--- src/rtl/chc_pkg.sv ---
// Shared types and constants for the compass heading calibrator.
// No dependencies; the files that use it refer to this package by scoped names.
package chc_pkg;

    // angle scale: 1/64 degree
    localparam int unsigned ANGLE_FRAC_BITS = 6;
    localparam logic [14:0] FULL_TURN = 15'(360 << ANGLE_FRAC_BITS);
    localparam logic [14:0] HALF_TURN = 15'(180 << ANGLE_FRAC_BITS);

    // CORDIC datapath width, progress divider length and atan table length
    localparam int unsigned CORDIC_W  = 37;
    localparam int unsigned DIV_STEPS = 8;
    localparam int unsigned ATAN_ENTRIES = 24;

    // command codes
    localparam logic [1:0] CMD_SAMPLE = 2'd0;
    localparam logic [1:0] CMD_START  = 2'd1;
    localparam logic [1:0] CMD_STOP   = 2'd2;
    localparam logic [1:0] CMD_LOAD   = 2'd3;

    // stop status codes
    localparam logic [1:0] STOP_NONE    = 2'd0;
    localparam logic [1:0] STOP_APPLIED = 2'd1;
    localparam logic [1:0] STOP_CANCEL  = 2'd2;

    // configuration register indexes
    localparam logic [2:0] CFG_DECLINATION = 3'd0;
    localparam logic [2:0] CFG_SNAP        = 3'd1;
    localparam logic [2:0] CFG_MIN_SAMPLES = 3'd2;
    localparam logic [2:0] CFG_GOOD_SPREAD = 3'd3;
    localparam logic [2:0] CFG_TARGET      = 3'd4;
    localparam logic [2:0] CFG_SKIP        = 3'd5;

    // configuration reset values
    localparam logic [14:0] DECL_RST   = 15'd2496;
    localparam logic [13:0] SNAP_RST   = 14'd1920;
    localparam logic [9:0]  MINS_RST   = 10'd50;
    localparam logic [15:0] GOOD_RST   = 16'd3500;
    localparam logic [15:0] TARGET_RST = 16'd5000;
    localparam logic [7:0]  SKIP_RST   = 8'd5;

    // commands from the controller to the datapath
    typedef struct packed {
        logic accept;
        logic mul;
        logic pre;
        logic iter;
        logic rnd;
        logic hdg;
        logic ema;
        logic div;
        logic load_out;
    } cmd_t;

    // status from the datapath to the controller
    typedef struct packed {
        logic proc_sample;
    } stat_t;

    // result payload
    typedef struct packed {
        logic [14:0] heading;
        logic        heading_valid;
        logic        cal_active;
        logic [15:0] cal_count;
        logic [8:0]  cal_progress;
        logic        cal_good;
        logic [1:0]  stop_status;
    } res_t;

    // atan(2^-i) as a fraction of a full turn times 2^32
    function automatic logic [31:0] atan_entry(input logic [4:0] i);
        logic [31:0] v;
        case (i)
            5'd0:    v = 32'h20000000;
            5'd1:    v = 32'h12E4051E;
            5'd2:    v = 32'h09FB385B;
            5'd3:    v = 32'h051111D4;
            5'd4:    v = 32'h028B0D43;
            5'd5:    v = 32'h0145D7E1;
            5'd6:    v = 32'h00A2F61E;
            5'd7:    v = 32'h00517C55;
            5'd8:    v = 32'h0028BE53;
            5'd9:    v = 32'h00145F2F;
            5'd10:   v = 32'h000A2F98;
            5'd11:   v = 32'h000517CC;
            5'd12:   v = 32'h00028BE6;
            5'd13:   v = 32'h000145F3;
            5'd14:   v = 32'h0000A2FA;
            5'd15:   v = 32'h0000517D;
            5'd16:   v = 32'h000028BE;
            5'd17:   v = 32'h0000145F;
            5'd18:   v = 32'h00000A30;
            5'd19:   v = 32'h00000518;
            5'd20:   v = 32'h0000028C;
            5'd21:   v = 32'h00000146;
            5'd22:   v = 32'h000000A3;
            5'd23:   v = 32'h00000051;
            default: v = 32'h00000000;
        endcase
        return v;
    endfunction

endpackage

--- src/rtl/chc_in_if.sv ---
// Input channel of the compass heading calibrator: handshake and command payload.
// Depends on nothing.
interface chc_in_if;
    logic               valid;
    logic               ready;
    logic [1:0]         command;
    logic signed [15:0] raw_x;
    logic signed [15:0] raw_y;
    logic               fresh;
    logic signed [15:0] load_offset_x;
    logic signed [15:0] load_offset_y;
    logic [15:0]        load_scale_x;
    logic [15:0]        load_scale_y;

    modport source (
        output valid, command, raw_x, raw_y, fresh,
               load_offset_x, load_offset_y, load_scale_x, load_scale_y,
        input  ready
    );
    modport sink (
        input  valid, command, raw_x, raw_y, fresh,
               load_offset_x, load_offset_y, load_scale_x, load_scale_y,
        output ready
    );
endinterface

--- src/rtl/chc_out_if.sv ---
// Result channel of the compass heading calibrator: handshake and status payload.
// Depends on nothing.
interface chc_out_if;
    logic        valid;
    logic        ready;
    logic [14:0] heading;
    logic        heading_valid;
    logic        cal_active;
    logic [15:0] cal_count;
    logic [8:0]  cal_progress;
    logic        cal_good;
    logic [1:0]  stop_status;

    modport source (
        output valid, heading, heading_valid, cal_active, cal_count,
               cal_progress, cal_good, stop_status,
        input  ready
    );
    modport sink (
        input  valid, heading, heading_valid, cal_active, cal_count,
               cal_progress, cal_good, stop_status,
        output ready
    );
endinterface

--- src/rtl/chc_ctrl.sv ---
// Sequencer of the compass heading calibrator: accepts a beat, steps the datapath.
// Depends on chc_pkg (cmd_t, stat_t, DIV_STEPS).
module chc_ctrl #(
    parameter int unsigned CORDIC_ITERATIONS = 16,
    parameter int unsigned IW = $clog2(CORDIC_ITERATIONS)
) (
    input  logic                 clk,
    input  logic                 rst_n,
    input  logic                 in_valid,
    output logic                 in_ready,
    output logic                 out_valid,
    input  logic                 out_ready,
    input  chc_pkg::stat_t       stat,
    output chc_pkg::cmd_t        cmd,
    output logic [IW-1:0]        step
);

    typedef enum logic [8:0] {
        S_IDLE = 9'b000000001,
        S_MUL  = 9'b000000010,
        S_PRE  = 9'b000000100,
        S_ITER = 9'b000001000,
        S_RND  = 9'b000010000,
        S_HDG  = 9'b000100000,
        S_EMA  = 9'b001000000,
        S_DIV  = 9'b010000000,
        S_DONE = 9'b100000000
    } state_t;

    state_t        state_reg, state_next;
    logic [IW-1:0] step_reg, step_next;
    logic          out_valid_reg, out_valid_next;
    logic          iter_last, div_last;

    assign iter_last = (step_reg == IW'(CORDIC_ITERATIONS - 1));
    assign div_last  = (step_reg == IW'(chc_pkg::DIV_STEPS - 1));

    assign in_ready  = (state_reg == S_IDLE);
    assign out_valid = out_valid_reg;
    assign step      = step_reg;

    // advance the sequence and issue datapath commands
    always_comb
    begin
        state_next     = state_reg;
        step_next      = step_reg;
        out_valid_next = out_valid_reg;
        cmd            = '0;
        if (out_valid_reg && out_ready)
        begin
            out_valid_next = 1'b0;
        end
        case (state_reg)
            S_IDLE:
            begin
                if (in_valid)
                begin
                    cmd.accept = 1'b1;
                    step_next  = '0;
                    state_next = stat.proc_sample ? S_MUL : S_DIV;
                end
            end
            S_MUL:
            begin
                cmd.mul    = 1'b1;
                state_next = S_PRE;
            end
            S_PRE:
            begin
                cmd.pre    = 1'b1;
                step_next  = '0;
                state_next = S_ITER;
            end
            S_ITER:
            begin
                cmd.iter = 1'b1;
                if (iter_last)
                begin
                    step_next  = '0;
                    state_next = S_RND;
                end
                else
                begin
                    step_next = step_reg + 1'b1;
                end
            end
            S_RND:
            begin
                cmd.rnd    = 1'b1;
                state_next = S_HDG;
            end
            S_HDG:
            begin
                cmd.hdg    = 1'b1;
                state_next = S_EMA;
            end
            S_EMA:
            begin
                cmd.ema    = 1'b1;
                step_next  = '0;
                state_next = S_DIV;
            end
            S_DIV:
            begin
                cmd.div = 1'b1;
                if (div_last)
                begin
                    step_next  = '0;
                    state_next = S_DONE;
                end
                else
                begin
                    step_next = step_reg + 1'b1;
                end
            end
            S_DONE:
            begin
                // hold until the result register is free
                if (!out_valid_reg || out_ready)
                begin
                    cmd.load_out   = 1'b1;
                    out_valid_next = 1'b1;
                    state_next     = S_IDLE;
                end
            end
            default:
            begin
                state_next = S_IDLE;
            end
        endcase
    end

    always_ff @(posedge clk or negedge rst_n)
    begin
        if (!rst_n)
        begin
            state_reg     <= S_IDLE;
            step_reg      <= '0;
            out_valid_reg <= 1'b0;
        end
        else
        begin
            state_reg     <= state_next;
            step_reg      <= step_next;
            out_valid_reg <= out_valid_next;
        end
    end

endmodule

--- src/rtl/chc_datapath.sv ---
// Datapath of the compass heading calibrator: calibration state, CORDIC, smoother,
// progress divider and result register. Depends on chc_pkg.
module chc_datapath #(
    parameter int unsigned CORDIC_ITERATIONS = 16,
    parameter int unsigned IW = $clog2(CORDIC_ITERATIONS)
) (
    input  logic               clk,
    input  logic               rst_n,
    input  logic               cfg_we,
    input  logic [2:0]         cfg_index,
    input  logic [15:0]        cfg_data,
    input  logic [1:0]         command,
    input  logic signed [15:0] raw_x,
    input  logic signed [15:0] raw_y,
    input  logic               fresh,
    input  logic signed [15:0] load_offset_x,
    input  logic signed [15:0] load_offset_y,
    input  logic [15:0]        load_scale_x,
    input  logic [15:0]        load_scale_y,
    input  chc_pkg::cmd_t      cmd,
    input  logic [IW-1:0]      step,
    output chc_pkg::stat_t     stat,
    output chc_pkg::res_t      res
);

    localparam int unsigned CW = chc_pkg::CORDIC_W;

    // configuration
    logic [14:0] decl_reg;
    logic [13:0] snap_reg;
    logic [9:0]  mins_reg;
    logic [15:0] good_reg, tgt_reg;
    logic [7:0]  skip_reg;

    // calibration and smoother state
    logic [14:0]        ema_reg, ema_next;
    logic               ema_valid_reg, ema_valid_next;
    logic               run_reg, run_next;
    logic [15:0]        samples_reg, samples_next;
    logic signed [15:0] minx_reg, minx_next, maxx_reg, maxx_next;
    logic signed [15:0] miny_reg, miny_next, maxy_reg, maxy_next;
    logic signed [15:0] offx_reg, offx_next, offy_reg, offy_next;
    logic [15:0]        sclx_reg, sclx_next, scly_reg, scly_next;
    logic [1:0]         stop_reg, stop_next;

    // per-sample working registers
    logic signed [15:0]   rx_reg, ry_reg;
    logic signed [CW-1:0] cx_reg, cx_next, cy_reg, cy_next;
    logic [31:0]          cz_reg, cz_next;
    logic                 zero_reg, zero_next;
    logic [15:0]          ang_reg;
    logic [14:0]          hdg_reg;
    logic [15:0]          rem_reg, rem_next;
    logic [7:0]           quot_reg, quot_next;
    chc_pkg::res_t        res_reg;

    // derived values
    logic signed [16:0] sprx, spry, weak_spr, sumx, sumy;
    logic signed [16:0] dx, ndy;
    logic signed [33:0] px, py;
    logic [15:0]        tgt_eff;
    logic               eligible;

    assign sprx     = 17'(maxx_reg) - 17'(minx_reg);
    assign spry     = 17'(maxy_reg) - 17'(miny_reg);
    assign weak_spr = (sprx < spry) ? sprx : spry;
    assign sumx     = 17'(minx_reg) + 17'(maxx_reg);
    assign sumy     = 17'(miny_reg) + 17'(maxy_reg);
    assign tgt_eff  = (tgt_reg == 16'd0) ? 16'd1 : tgt_reg;
    assign eligible = run_reg && (samples_reg > {8'd0, skip_reg}) && (weak_spr > 17'sd0);

    assign stat.proc_sample = (command == chc_pkg::CMD_SAMPLE) &&
                              (run_reg || fresh || !ema_valid_reg);

    // corrected axes, cross-multiplied by the other axis scale
    assign dx  = 17'(rx_reg) - 17'(offx_reg);
    assign ndy = 17'(offy_reg) - 17'(ry_reg);
    assign px  = ndy * $signed({1'b0, sclx_reg});
    assign py  = dx * $signed({1'b0, scly_reg});

    assign res = res_reg;

    // configuration writes
    always_ff @(posedge clk or negedge rst_n)
    begin
        if (!rst_n)
        begin
            decl_reg <= chc_pkg::DECL_RST;
            snap_reg <= chc_pkg::SNAP_RST;
            mins_reg <= chc_pkg::MINS_RST;
            good_reg <= chc_pkg::GOOD_RST;
            tgt_reg  <= chc_pkg::TARGET_RST;
            skip_reg <= chc_pkg::SKIP_RST;
        end
        else if (cfg_we)
        begin
            case (cfg_index)
                chc_pkg::CFG_DECLINATION: decl_reg <= cfg_data[14:0];
                chc_pkg::CFG_SNAP:        snap_reg <= cfg_data[13:0];
                chc_pkg::CFG_MIN_SAMPLES: mins_reg <= cfg_data[9:0];
                chc_pkg::CFG_GOOD_SPREAD: good_reg <= cfg_data;
                chc_pkg::CFG_TARGET:      tgt_reg  <= cfg_data;
                chc_pkg::CFG_SKIP:        skip_reg <= cfg_data[7:0];
                default:                  ;
            endcase
        end
    end

    // command handling on the accepted beat and smoother update
    always_comb
    begin
        logic [15:0]        cnt;
        logic signed [16:0] hx, hy;
        logic signed [17:0] diff, e;
        logic signed [17:0] mag;
        ema_next       = ema_reg;
        ema_valid_next = ema_valid_reg;
        run_next       = run_reg;
        samples_next   = samples_reg;
        minx_next      = minx_reg;
        maxx_next      = maxx_reg;
        miny_next      = miny_reg;
        maxy_next      = maxy_reg;
        offx_next      = offx_reg;
        offy_next      = offy_reg;
        sclx_next      = sclx_reg;
        scly_next      = scly_reg;
        stop_next      = stop_reg;
        cnt            = (samples_reg == 16'hFFFF) ? samples_reg : samples_reg + 16'd1;
        hx             = (sumx + 17'(sumx[16])) >>> 1;
        hy             = (sumy + 17'(sumy[16])) >>> 1;
        diff           = 18'(signed'({3'b0, hdg_reg})) - 18'(signed'({3'b0, ema_reg}));
        if (diff > 18'(signed'({3'b0, chc_pkg::HALF_TURN})))
        begin
            diff = diff - 18'(signed'({3'b0, chc_pkg::FULL_TURN}));
        end
        if (diff < -18'(signed'({3'b0, chc_pkg::HALF_TURN})))
        begin
            diff = diff + 18'(signed'({3'b0, chc_pkg::FULL_TURN}));
        end
        mag = (diff < 18'sd0) ? -diff : diff;
        e   = 18'(signed'({3'b0, ema_reg})) + (diff >>> 1);
        if (e < 18'sd0)
        begin
            e = e + 18'(signed'({3'b0, chc_pkg::FULL_TURN}));
        end
        if (e >= 18'(signed'({3'b0, chc_pkg::FULL_TURN})))
        begin
            e = e - 18'(signed'({3'b0, chc_pkg::FULL_TURN}));
        end

        if (cmd.accept)
        begin
            stop_next = chc_pkg::STOP_NONE;
            case (command)
                chc_pkg::CMD_SAMPLE:
                begin
                    if (stat.proc_sample && run_reg)
                    begin
                        samples_next = cnt;
                        if (cnt > {8'd0, skip_reg})
                        begin
                            if (raw_x < minx_reg) minx_next = raw_x;
                            if (raw_x > maxx_reg) maxx_next = raw_x;
                            if (raw_y < miny_reg) miny_next = raw_y;
                            if (raw_y > maxy_reg) maxy_next = raw_y;
                        end
                    end
                end
                chc_pkg::CMD_START:
                begin
                    minx_next      = 16'sh7FFF;
                    maxx_next      = -16'sh8000;
                    miny_next      = 16'sh7FFF;
                    maxy_next      = -16'sh8000;
                    samples_next   = '0;
                    run_next       = 1'b1;
                    ema_valid_next = 1'b0;
                end
                chc_pkg::CMD_STOP:
                begin
                    run_next = 1'b0;
                    if (samples_reg < {6'd0, mins_reg})
                    begin
                        stop_next = chc_pkg::STOP_CANCEL;
                    end
                    else
                    begin
                        offx_next      = hx[15:0];
                        offy_next      = hy[15:0];
                        sclx_next      = (sprx > 17'sd1) ? sprx[15:0] : 16'd2;
                        scly_next      = (spry > 17'sd1) ? spry[15:0] : 16'd2;
                        ema_valid_next = 1'b0;
                        stop_next      = chc_pkg::STOP_APPLIED;
                    end
                end
                chc_pkg::CMD_LOAD:
                begin
                    offx_next      = load_offset_x;
                    offy_next      = load_offset_y;
                    sclx_next      = (load_scale_x == 16'd0) ? 16'd2 : load_scale_x;
                    scly_next      = (load_scale_y == 16'd0) ? 16'd2 : load_scale_y;
                    ema_valid_next = 1'b0;
                end
                default:
                begin
                    stop_next = chc_pkg::STOP_NONE;
                end
            endcase
        end

        // smooth, or snap on a large change or while the smoother holds no heading
        if (cmd.ema)
        begin
            ema_valid_next = 1'b1;
            if (!ema_valid_reg || (mag > 18'(signed'({4'b0, snap_reg}))))
            begin
                ema_next = hdg_reg;
            end
            else
            begin
                ema_next = e[14:0];
            end
        end
    end

    // CORDIC vectoring and progress division
    always_comb
    begin
        logic signed [CW-1:0] xs, ys;
        logic [31:0]          at;
        logic [15:0]          cur;
        logic [16:0]          sh;
        logic [7:0]           qbase;
        cx_next   = cx_reg;
        cy_next   = cy_reg;
        cz_next   = cz_reg;
        zero_next = zero_reg;
        rem_next  = rem_reg;
        quot_next = quot_reg;
        xs        = cx_reg >>> step;
        ys        = cy_reg >>> step;
        at        = chc_pkg::atan_entry(5'(step));
        cur       = (step == '0) ? weak_spr[15:0] : rem_reg;
        sh        = {cur, 1'b0};
        qbase     = (step == '0) ? 8'd0 : quot_reg;

        if (cmd.mul)
        begin
            cx_next = CW'(px);
            cy_next = CW'(py);
        end
        // fold the left half plane and flag the zero vector
        if (cmd.pre)
        begin
            zero_next = (cx_reg == '0) && (cy_reg == '0);
            if (cx_reg < 0)
            begin
                cx_next = -cx_reg;
                cy_next = -cy_reg;
                cz_next = 32'h8000_0000;
            end
            else
            begin
                cz_next = 32'h0;
            end
        end
        if (cmd.iter)
        begin
            if (cy_reg > 0)
            begin
                cx_next = cx_reg + ys;
                cy_next = cy_reg - xs;
                cz_next = cz_reg + at;
            end
            else
            begin
                cx_next = cx_reg - ys;
                cy_next = cy_reg + xs;
                cz_next = cz_reg - at;
            end
        end
        // one restoring step of weak_spr*256/target
        if (cmd.div)
        begin
            if (sh >= {1'b0, tgt_eff})
            begin
                rem_next  = 16'(sh - {1'b0, tgt_eff});
                quot_next = {qbase[6:0], 1'b1};
            end
            else
            begin
                rem_next  = sh[15:0];
                quot_next = {qbase[6:0], 1'b0};
            end
        end
    end

    // rounding to 1/64 degree and declination
    logic [47:0] rnd_prod;
    logic [15:0] ang_w;
    logic [14:0] dec_w;
    logic [16:0] h_sum;

    assign rnd_prod = {16'd0, (zero_reg ? 32'd0 : cz_reg)} * {33'd0, chc_pkg::FULL_TURN}
                      + 48'h0000_8000_0000;
    assign ang_w = (ang_reg >= {1'b0, chc_pkg::FULL_TURN}) ?
                   ang_reg - {1'b0, chc_pkg::FULL_TURN} : ang_reg;
    assign dec_w = (decl_reg >= chc_pkg::FULL_TURN) ? decl_reg - chc_pkg::FULL_TURN : decl_reg;
    assign h_sum = {1'b0, ang_w} + {2'b0, chc_pkg::FULL_TURN} - {2'b0, dec_w};

    always_ff @(posedge clk or negedge rst_n)
    begin
        if (!rst_n)
        begin
            ema_reg       <= '0;
            ema_valid_reg <= 1'b0;
            run_reg       <= 1'b0;
            samples_reg   <= '0;
            minx_reg      <= '0;
            maxx_reg      <= '0;
            miny_reg      <= '0;
            maxy_reg      <= '0;
            offx_reg      <= '0;
            offy_reg      <= '0;
            sclx_reg      <= 16'd2;
            scly_reg      <= 16'd2;
            stop_reg      <= chc_pkg::STOP_NONE;
        end
        else
        begin
            ema_reg       <= ema_next;
            ema_valid_reg <= ema_valid_next;
            run_reg       <= run_next;
            samples_reg   <= samples_next;
            minx_reg      <= minx_next;
            maxx_reg      <= maxx_next;
            miny_reg      <= miny_next;
            maxy_reg      <= maxy_next;
            offx_reg      <= offx_next;
            offy_reg      <= offy_next;
            sclx_reg      <= sclx_next;
            scly_reg      <= scly_next;
            stop_reg      <= stop_next;
        end
    end

    // working registers, no reset needed
    always_ff @(posedge clk)
    begin
        if (cmd.accept)
        begin
            rx_reg <= raw_x;
            ry_reg <= raw_y;
        end
        cx_reg   <= cx_next;
        cy_reg   <= cy_next;
        cz_reg   <= cz_next;
        zero_reg <= zero_next;
        rem_reg  <= rem_next;
        quot_reg <= quot_next;
        if (cmd.rnd)
        begin
            ang_reg <= rnd_prod[47:32];
        end
        if (cmd.hdg)
        begin
            hdg_reg <= (h_sum >= {2'b0, chc_pkg::FULL_TURN}) ?
                       15'(h_sum - {2'b0, chc_pkg::FULL_TURN}) : h_sum[14:0];
        end
        if (cmd.load_out)
        begin
            res_reg.heading       <= ema_valid_reg ? ema_reg : 15'd0;
            res_reg.heading_valid <= ema_valid_reg;
            res_reg.cal_active    <= run_reg;
            res_reg.cal_count     <= samples_reg;
            res_reg.cal_progress  <= !eligible ? 9'd0 :
                                     (weak_spr >= 17'(signed'({1'b0, tgt_eff}))) ? 9'd256 :
                                     {1'b0, quot_reg};
            res_reg.cal_good      <= (samples_reg >= {6'd0, mins_reg}) &&
                                     (weak_spr >= 17'(signed'({1'b0, good_reg})));
            res_reg.stop_status   <= stop_reg;
        end
    end

endmodule

--- src/rtl/compass_heading_calibrator_top.sv ---
// Top level of the compass heading calibrator: controller, datapath and channel wiring.
// Depends on chc_pkg, chc_in_if, chc_out_if, chc_ctrl and chc_datapath.
//
//  channel     dir  payload
//  sample_in   in   command, raw_x, raw_y, fresh, load offsets and scales
//  result_out  out  heading, heading_valid, cal_active, cal_count, cal_progress,
//                   cal_good, stop_status
//  cfg_*       in   write enable, 3-bit index, 16-bit data
//
// A processed sample steps through MUL, PRE, the one-step-per-cycle CORDIC loop,
// RND, HDG, EMA, the 8-step progress divider and DONE. Other commands and stale
// samples go from accept to the progress divider and DONE. One item is in work at a time.
// The result register holds its beat until taken; a new item is accepted meanwhile.
// Reset is asynchronous and active low; no clearing pass is needed.
module compass_heading_calibrator_top #(
    parameter int unsigned CORDIC_ITERATIONS = 16
) (
    input  logic        clk,
    input  logic        rst_n,
    chc_in_if.sink      sample_in,
    chc_out_if.source   result_out,
    input  logic        cfg_we,
    input  logic [2:0]  cfg_index,
    input  logic [15:0] cfg_data
);

    localparam int unsigned IW = $clog2(CORDIC_ITERATIONS);

    chc_pkg::cmd_t  cmd;
    chc_pkg::stat_t stat;
    chc_pkg::res_t  res;
    logic [IW-1:0]  step;

    chc_ctrl #(
        .CORDIC_ITERATIONS (CORDIC_ITERATIONS),
        .IW                (IW)
    ) u_ctrl (
        .clk       (clk),
        .rst_n     (rst_n),
        .in_valid  (sample_in.valid),
        .in_ready  (sample_in.ready),
        .out_valid (result_out.valid),
        .out_ready (result_out.ready),
        .stat      (stat),
        .cmd       (cmd),
        .step      (step)
    );

    chc_datapath #(
        .CORDIC_ITERATIONS (CORDIC_ITERATIONS),
        .IW                (IW)
    ) u_dp (
        .clk           (clk),
        .rst_n         (rst_n),
        .cfg_we        (cfg_we),
        .cfg_index     (cfg_index),
        .cfg_data      (cfg_data),
        .command       (sample_in.command),
        .raw_x         (sample_in.raw_x),
        .raw_y         (sample_in.raw_y),
        .fresh         (sample_in.fresh),
        .load_offset_x (sample_in.load_offset_x),
        .load_offset_y (sample_in.load_offset_y),
        .load_scale_x  (sample_in.load_scale_x),
        .load_scale_y  (sample_in.load_scale_y),
        .cmd           (cmd),
        .step          (step),
        .stat          (stat),
        .res           (res)
    );

    // drive the result beat
    assign result_out.heading       = res.heading;
    assign result_out.heading_valid = res.heading_valid;
    assign result_out.cal_active    = res.cal_active;
    assign result_out.cal_count     = res.cal_count;
    assign result_out.cal_progress  = res.cal_progress;
    assign result_out.cal_good      = res.cal_good;
    assign result_out.stop_status   = res.stop_status;

`ifndef NO_ASSERTIONS
    a_head_range: assert property (@(posedge clk) disable iff (!rst_n)
        result_out.valid |-> result_out.heading < chc_pkg::FULL_TURN)
        else $error("heading out of range");

    a_head_zero: assert property (@(posedge clk) disable iff (!rst_n)
        (result_out.valid && !result_out.heading_valid) |-> result_out.heading == 15'd0)
        else $error("heading not cleared while invalid");

    a_progress: assert property (@(posedge clk) disable iff (!rst_n)
        result_out.valid |-> result_out.cal_progress <= 9'd256)
        else $error("progress above full");

    a_idle_progress: assert property (@(posedge clk) disable iff (!rst_n)
        (result_out.valid && !result_out.cal_active) |-> result_out.cal_progress == 9'd0)
        else $error("progress while calibration idle");

    a_busy: assert property (@(posedge clk) disable iff (!rst_n)
        (sample_in.valid && sample_in.ready) |=> !sample_in.ready)
        else $error("second beat accepted while busy");
`endif

endmodule

--- src/flat_wrapper.sv ---
// flat-port wrapper written by rule: the top's interface ports become plain ports
module compass_heading_calibrator_top_flat 
#(
    parameter int unsigned CORDIC_ITERATIONS = 16
)
  (clk, rst_n, cfg_we, cfg_index, cfg_data, sample_in_valid, sample_in_command, sample_in_raw_x, sample_in_raw_y, sample_in_fresh, sample_in_load_offset_x, sample_in_load_offset_y, sample_in_load_scale_x, sample_in_load_scale_y, sample_in_ready, result_out_valid, result_out_heading, result_out_heading_valid, result_out_cal_active, result_out_cal_count, result_out_cal_progress, result_out_cal_good, result_out_stop_status, result_out_ready);
  chc_in_if sample_in_i ();
  chc_out_if result_out_i ();
  input  logic clk;
  input  logic rst_n;
  input  logic cfg_we;
  input  logic [2:0] cfg_index;
  input  logic [15:0] cfg_data;
  input wire logic [$bits(sample_in_i.valid)-1:0] sample_in_valid;
  input wire logic [$bits(sample_in_i.command)-1:0] sample_in_command;
  input wire logic [$bits(sample_in_i.raw_x)-1:0] sample_in_raw_x;
  input wire logic [$bits(sample_in_i.raw_y)-1:0] sample_in_raw_y;
  input wire logic [$bits(sample_in_i.fresh)-1:0] sample_in_fresh;
  input wire logic [$bits(sample_in_i.load_offset_x)-1:0] sample_in_load_offset_x;
  input wire logic [$bits(sample_in_i.load_offset_y)-1:0] sample_in_load_offset_y;
  input wire logic [$bits(sample_in_i.load_scale_x)-1:0] sample_in_load_scale_x;
  input wire logic [$bits(sample_in_i.load_scale_y)-1:0] sample_in_load_scale_y;
  output wire logic [$bits(sample_in_i.ready)-1:0] sample_in_ready;
  output wire logic [$bits(result_out_i.valid)-1:0] result_out_valid;
  output wire logic [$bits(result_out_i.heading)-1:0] result_out_heading;
  output wire logic [$bits(result_out_i.heading_valid)-1:0] result_out_heading_valid;
  output wire logic [$bits(result_out_i.cal_active)-1:0] result_out_cal_active;
  output wire logic [$bits(result_out_i.cal_count)-1:0] result_out_cal_count;
  output wire logic [$bits(result_out_i.cal_progress)-1:0] result_out_cal_progress;
  output wire logic [$bits(result_out_i.cal_good)-1:0] result_out_cal_good;
  output wire logic [$bits(result_out_i.stop_status)-1:0] result_out_stop_status;
  input wire logic [$bits(result_out_i.ready)-1:0] result_out_ready;
  assign sample_in_i.valid = sample_in_valid;
  assign sample_in_i.command = sample_in_command;
  assign sample_in_i.raw_x = sample_in_raw_x;
  assign sample_in_i.raw_y = sample_in_raw_y;
  assign sample_in_i.fresh = sample_in_fresh;
  assign sample_in_i.load_offset_x = sample_in_load_offset_x;
  assign sample_in_i.load_offset_y = sample_in_load_offset_y;
  assign sample_in_i.load_scale_x = sample_in_load_scale_x;
  assign sample_in_i.load_scale_y = sample_in_load_scale_y;
  assign sample_in_ready = sample_in_i.ready;
  assign result_out_valid = result_out_i.valid;
  assign result_out_heading = result_out_i.heading;
  assign result_out_heading_valid = result_out_i.heading_valid;
  assign result_out_cal_active = result_out_i.cal_active;
  assign result_out_cal_count = result_out_i.cal_count;
  assign result_out_cal_progress = result_out_i.cal_progress;
  assign result_out_cal_good = result_out_i.cal_good;
  assign result_out_stop_status = result_out_i.stop_status;
  assign result_out_i.ready = result_out_ready;
  compass_heading_calibrator_top #(.CORDIC_ITERATIONS(CORDIC_ITERATIONS)) u_core (.clk(clk), .rst_n(rst_n), .sample_in(sample_in_i), .result_out(result_out_i), .cfg_we(cfg_we), .cfg_index(cfg_index), .cfg_data(cfg_data));
endmodule
--- config.mk ---
export PLATFORM = sky130hd
export DESIGN_NAME = compass_heading_calibrator_top_flat
export DESIGN_NICKNAME = d
export VERILOG_FILES = /design/src/rtl/chc_pkg.sv /design/src/rtl/chc_in_if.sv /design/src/rtl/chc_out_if.sv /design/src/rtl/chc_ctrl.sv /design/src/rtl/chc_datapath.sv /design/src/rtl/compass_heading_calibrator_top.sv /design/src/flat_wrapper.sv
export SDC_FILE = /design/constraint.sdc
export NUM_CORES = 2
export LEC_CHECK = 0
export BUFFER_PORTS_ARGS = -buffer_cell sky130_fd_sc_hd__buf_2
export CORE_MARGIN = 2
export CORE_UTILIZATION = 55
export CTS_CLUSTER_DIAMETER = 30
export CTS_CLUSTER_SIZE = 16
export DETAILED_ROUTE_END_ITERATION = 7
export PLACE_DENSITY = 0.77
export SYNTH_ARGS = -nofsm -noshare
export SYNTH_HDL_FRONTEND = slang
export SYNTH_SLANG_ARGS = --single-unit
--- constraint.sdc ---
create_clock -name clk -period 9.9 [get_ports clk]
set_input_delay 0.495 -clock clk [delete_from_list [all_inputs] [get_ports clk]]
set_output_delay 0.495 -clock clk [all_outputs]
set_load 0.005 [all_outputs]
# Yosys cells after proc, flatten, opt, wreduce, memory -nomap -nowiden
# Memories as Yosys holds them, arrays and structs flattened.
# Cells that the tools add are included.
[totals]
reg_bits = 495
in_bits = 123
n_memories = 1
romBits = 480
[classes]
n_lt_le_gt_ge = 26
n_mux = 93
reduce_logical = 47
n_mul = 3
n_eq_ne = 32
shifts = 2
n_addsub = 32
bitwise_logic = 1
[memory_table]
columns = ["name", "depth", "width", "rd", "rd_clocked_by_memory_dff", "write_ports", "line", "text"]
rows = [
  ["(no name shown)", 16, 30, 1, 0, 0, "chc_pkg.sv:74", "case (i)"],
]
[ops]
columns = ["op", "count"]
rows = [
  ["$mux W16", 26],
  ["$mux W37", 10],
  ["$pmux W16 S2", 9],
  ["$mux W32", 5],
  ["$pmux W9 S9", 1],
  ["$add A37 B37 Y37", 2],
  ["$logic_not A37 Y1", 2],
  ["$neg A37 Y37", 2],
  ["$sshr A37 B4 Y37", 2],
  ["$sub A37 B37 Y37", 2],
  ["$mux W18", 4],
  ["$mul A17 B17 Y34", 2],
  ["$sub A16 B16 Y17", 4],
  ["$mux W15", 4],
  ["$add A47 B32 Y48 const B", 1],
  ["$logic_not A16 Y1", 3],
  ["$mux W9", 5],
  ["$sub A15 B15 Y15 const B", 3],
  ["$mul A32 B6 Y38 const B", 1],
  ["$gt A37 B1 Y1 const B", 1],
  ["$lt A37 B1 Y1 const B", 1],
  ["$add A18 B16 Y18 const B", 2],
  ["$lt A18 B1 Y1 const B", 2],
  ["$add A16 B16 Y17", 2],
  ["other kinds (73)", 140],
]

# Depth between registers and ports, before layout
[logic_depth]
ltp_word = 11
depth_mapped = 46
depth_no_buf = 45

# Cells and area by module
# A second synthesis with hierarchy kept.
[hier_totals]
cells_unflattened = 7927
area_unflattened_um2 = 69025.0
[modules_own_cells]
columns = ["module", "instances", "area_per_inst_um2", "cells_each"]
rows = [
  ["chc_datapath", 1, 68141.6, 7837],
  ["chc_ctrl", 1, 883.3, 90],
]

# Least setup slack after synthesis
# No wires, ideal clock.
[synth_timing]
kind = "register to register"
start = "register u_core.u_dp.rx_reg[0]"
end = "register u_core.u_dp.cy_reg[34]"
t_arrival_ps = 8986
slack_ps = 781
setup_time_ps = 134
required_time_ps = 9766
path_buffers = 1
path_stages_with_launch = 44
cell_sequence = "edfxtp_1 -> inv_1 -> ha_1 -> inv_1 -> fa_1 -> a21o_1 -> a21oi_1 -> o21ai_0 -> a21oi_1 -> o21ai_0 -> a21oi_1 -> o21ai_0 -> a21oi_1 -> o21ai_0 -> a21oi_1 -> nor2b_1 -> o21a_1 -> nor2_1 -> [... 8 more ...] -> fa_1 -> fa_1 -> inv_1 -> fa_1 -> ha_1 -> or3_1 -> o21bai_1 -> a21o_1 -> a211o_1 -> o311a_1 -> nor2_1 -> a211o_1 -> o2111ai_1 -> a21oi_1 -> xnor2_1 -> nor2_1 -> a2111oi_0 -> a21oi_1"
[synth_between]
elab_chain_cells = 6
[synth_rtl]
columns = ["item", "line", "text"]
rows = [
  ["from (decl)", "chc_datapath.sv:47", "logic signed [15:0] rx_reg, ry_reg;"],
  ["from (signal assigned)", "chc_datapath.sv:353", "rx_reg <= raw_x;"],
  ["$sub A16 B16 Y17 (*)", "chc_datapath.sv:76", "assign dx = 17'(rx_reg) - 17'(offx_reg);"],
  ["$mul A17 B17 Y34 (*)", "chc_datapath.sv:79", "assign py = dx * $signed({1'b0, scly_reg});"],
  ["$mux W37 (*)", "chc_datapath.sv:248", "if (cmd.mul)"],
  ["$mux W37", "chc_datapath.sv:257", "if (cx_reg < 0)"],
  ["$mux W37 (*)", "chc_datapath.sv:254", "if (cmd.pre)"],
  ["$mux W37 (*)", "chc_datapath.sv:268", "if (cmd.iter)"],
  ["net u_core.u_dp.cy_next[34]", "chc_datapath.sv:48", "logic signed [CW-1:0] cx_reg, cx_next, cy_reg, cy_next;"],
  ["to (signal assigned)", "chc_datapath.sv:357", "cy_reg <= cy_next;"],
  ["to (decl)", "chc_datapath.sv:48", ""],
]
# The timed path passes the listed nets; every way through them passes the cells marked *.
# A chain may end at the register's enable or synchronous reset.

# Worst setup path after layout
[layout_timing]
start = "register u_core.u_dp.offy_reg[0]"
end = "register u_core.u_dp.cx_reg[35]"
[layout_between]
elab_chain_cells = 6
[layout_rtl]
columns = ["item", "line", "text"]
rows = [
  ["from (decl)", "chc_datapath.sv:42", "logic signed [15:0] offx_reg, offx_next, offy_reg, offy_next;"],
  ["from (signal assigned)", "chc_datapath.sv:341", "offy_reg <= offy_next;"],
  ["$sub A16 B16 Y17 (*)", "chc_datapath.sv:77", "assign ndy = 17'(offy_reg) - 17'(ry_reg);"],
  ["$mul A17 B17 Y34 (*)", "chc_datapath.sv:78", "assign px = ndy * $signed({1'b0, sclx_reg});"],
  ["$mux W37 (*)", "chc_datapath.sv:248", ""],
  ["$mux W37", "chc_datapath.sv:257", ""],
  ["$mux W37 (*)", "chc_datapath.sv:254", ""],
  ["$mux W37 (*)", "chc_datapath.sv:268", ""],
  ["net u_core.u_dp.cx_next[35]", "chc_datapath.sv:48", ""],
  ["to (signal assigned)", "chc_datapath.sv:356", "cx_reg <= cx_next;"],
  ["to (decl)", "chc_datapath.sv:48", ""],
]
# Marked as above.

==> flow_summary.json <==
{
  "yosysUniqueCellTypes": 91,
  "critPathLaunchType": "flop",
  "async_flop_share_pct": 51.72,
  "clk_latency_ns": 0.80,
  "portBuffers": 169,
  "drive_above_1_share_pct": 9.317,
  "seq_area_frac_synth_pct": 18.81,
  "rrSetupSlack_ns": 0.32,
  "seq_area_mm2": 0.01291,
  "grt-ovfl-total": 0,
  "grt_pass1_wl_mm": 315.7,
  "largest_reg_flops": 45,
  "ys_seq_elements": 495,
  "slew_violations": 0,
  "worst_pin_slew_ns": 1.263,
  "cts.sinks": 495,
  "crit_type": "flop to flop",
  "status": "completed",
  "finalCriticalPeriod_ns": 9.576,
  "fp.dieW_um": 357.1,
  "wl_per_cell_um": 19.76,
  "drtAntennaViolNets": 0,
  "root_buffer": "clkbuf_16",
  "clockBufferDepth": 3,
  "cts_tree": "yes",
  "start_util_pct": 55.46,
  "clkTransAtPathRegs_ns": 0.05,
  "maxSlewHeadroom_pct": 15.44,
  "whs_ns": 0.04191,
  "dieArea_mm2": 0.1275,
  "yosysWarningCount": 0,
  "nNetsFinal": 9632,
  "track_usage_pct": 30.85,
  "grt_max_degree": 90,
  "maxCapViolations": 0,
  "crit_path_top_delay_cell": "fa_1",
  "synth-edff-count": 167,
  "drcViolationCount": 0,
  "gp_congestion": 1.000,
  "first_pass_iters": 8,
  "area_growth_pct": 11.85,
  "synthFlopType": "dfrtp_1",
  "hold_viol": 0,
  "first_iter_violations": 5292,
  "cts_buffers": 136,
  "finalCritPeriodShare_pct": 96.73,
  "setup-violations-final": 0,
  "antenna_found_initial": 4,
  "pin_count": 170,
  "path_max_fanout": 7,
  "fin_skew_ns": 0.05369,
  "synth_nets": 9486,
  "worstPathArrival_ns": 10.24,
  "core_area_mm2": 0.1236,
  "hold_class": "primary input to flop",
  "grt_pass1_vias": 60140,
  "fillers": 10320,
  "rows": 129,
  "max_freq_ghz": 0.1044,
  "wl_mm": 196.4,
  "synthCells": 8039,
  "multi_input_area_mm2": 0.05077,
  "required_ns": 10.56,
  "cpMostUsedCell": "fa_1",
  "cts_max_level": 4,
  "synth_area_mm2": 0.06856,
  "slowest_delay_ns": 0.64,
  "cp-end-kind": "flop",
  "synth.avg_cell_area_um2": 8.529,
  "routed_via_density": 5.976,
  "dieHeight_um": 357.1,
  "vias": 59400,
  "dp_hpwl_mm": 152.7
}
-- stage by stage --
| stage | instances | util [%] | setup TNS, ns | instance area (um2) | setup slack [ns] |
|---|---|---|---|---|---|
| 6_report | 9940 | 62.03 | 0 | 76690 | 0.3240 |
| 2_1_floorplan | 8039 | - | 0 | 68560 | 0.7806 |
| 3_3_place_gp | 9622 | 57.55 | 0 | 71150 | 0.1983 |
| 4_1_cts | 9912 | 61.75 | 0 | 76350 | 0.03018 |
| 5_1_grt | 9937 | 62.02 | -0.7858 | 76680 | -0.1352 |
| 3_5_place_dp | 9622 | 57.55 | 0 | 71150 | 0.002589 |
-- synth_stat cells (148+ instances only) --
cell type | count | area share (%)
inv_1 | 1050 | 5.7
dfrtp_1 | 228 | 8.3
o21ai_0 | 495 | 3.6
xnor2_1 | 306 | 3.9
xor2_1 | 161 | 2.1
nand3_1 | 148 | 1.1
edfxtp_1 | 167 | 7.3
nor2_1 | 487 | 2.7
nand2_1 | 971 | 5.3
a21oi_1 | 440 | 3.2
and2_1 | 250 | 2.3
clkbuf_1 | 284 | 1.6
ha_1 | 696 | 13
fa_1 | 628 | 18
-- cell families after synthesis --
family,after synthesis,synth area share (%)
fa+ha+maj,1324,31.04
compound gates,1650,14.94
simple gates,2515,17.44
mux,206,4.234
buf+inv,1382,7.577
xor+xnor,467,5.966
flops,495,18.81
-- area by class of cell --
cell class / instances / area share [%]
sequential: 495 / 16.83
antenna: 6 / 0.01958
inverter: 1056 / 5.184
timing repair buffer: 332 / 2.847
tap: 1637 / 2.671
clock buffer: 178 / 4.856
multi-input combinational: 6164 / 66.20
clock inverter: 72 / 1.385
-- routing by layer --
layer  part of all wire [%]  vias up  track usage [%]  wire length (um)
met5                      0        -                0                 0
met3                    7.9      566            5.607             15490
met4                    5.2        0            15.82             10270
met2                     46     2527            50.15             90860
met1                     41    28790            39.46             79810
li1                       -    27520                -                 -
-- cell usage in the layout, fill, tap and decap left out, types with 69 or more instances in the layout --
| cell type | instances |
|---|---|
| mux2_2 | 70 |
| buf_2 | 168 |
| nor2_1 | 482 |
| dfxtp_1 | 72 |
| a31oi_1 | 72 |
| xor2_1 | 161 |
| clkbuf_16 | 138 |
| inv_1 | 1045 |
| nand2_1 | 971 |
| nand3_1 | 147 |
| nand2b_1 | 69 |
| fa_1 | 626 |
| mux2i_1 | 77 |
| and2_1 | 249 |
| xnor2_1 | 301 |
| a21o_1 | 121 |
| nor3_1 | 133 |
| dfrtp_1 | 224 |
| edfxtp_1 | 167 |
| ha_1 | 692 |
| nor2b_1 | 130 |
| a21oi_1 | 430 |
| o21a_1 | 72 |
| buf_4 | 122 |
| o21ai_0 | 480 |
-- timing repair --
action,CTS,global route
pin swaps,0,19
setup buffers,0,20
gates cloned,0,2
hold buffers,40,0
endpoints found under the setup margin,4,40
hold endpoints to repair,100,0
gates resized for setup,3,58
-- worst max-delay path, delay by kind of cell (launching register included) --
kind            cells  cell delay (ns)
flops               1             0.38
buf+inv             7             0.81
xor+xnor            1             0.13
simple gates        4             0.36
compound gates     19             3.54
fa+ha+maj           9             4.25
-- final timing paths --
kind                                                   from                        to  depth (start not counted)
worst max-delay path                u_core.u_dp.offy_reg[0]    u_core.u_dp.cx_reg[35]                         40
worst min-delay path            sample_in_load_offset_y[11]  u_core.u_dp.offy_reg[11]                          3
worst max register to register      u_core.u_dp.offy_reg[0]    u_core.u_dp.cx_reg[35]                         40
worst min register to register      u_core.u_dp.stop_reg[0]        u_core.u_dp.res[0]                          0
max in group asynchronous                             rst_n  u_core.u_dp.maxx_reg[10]                          4
min in group asynchronous                             rst_n   u_core.u_dp.ema_reg[13]                          2
Power is not shown: default switching activity piles up to over one toggle a cycle in this logic, so the estimate is an artifact.
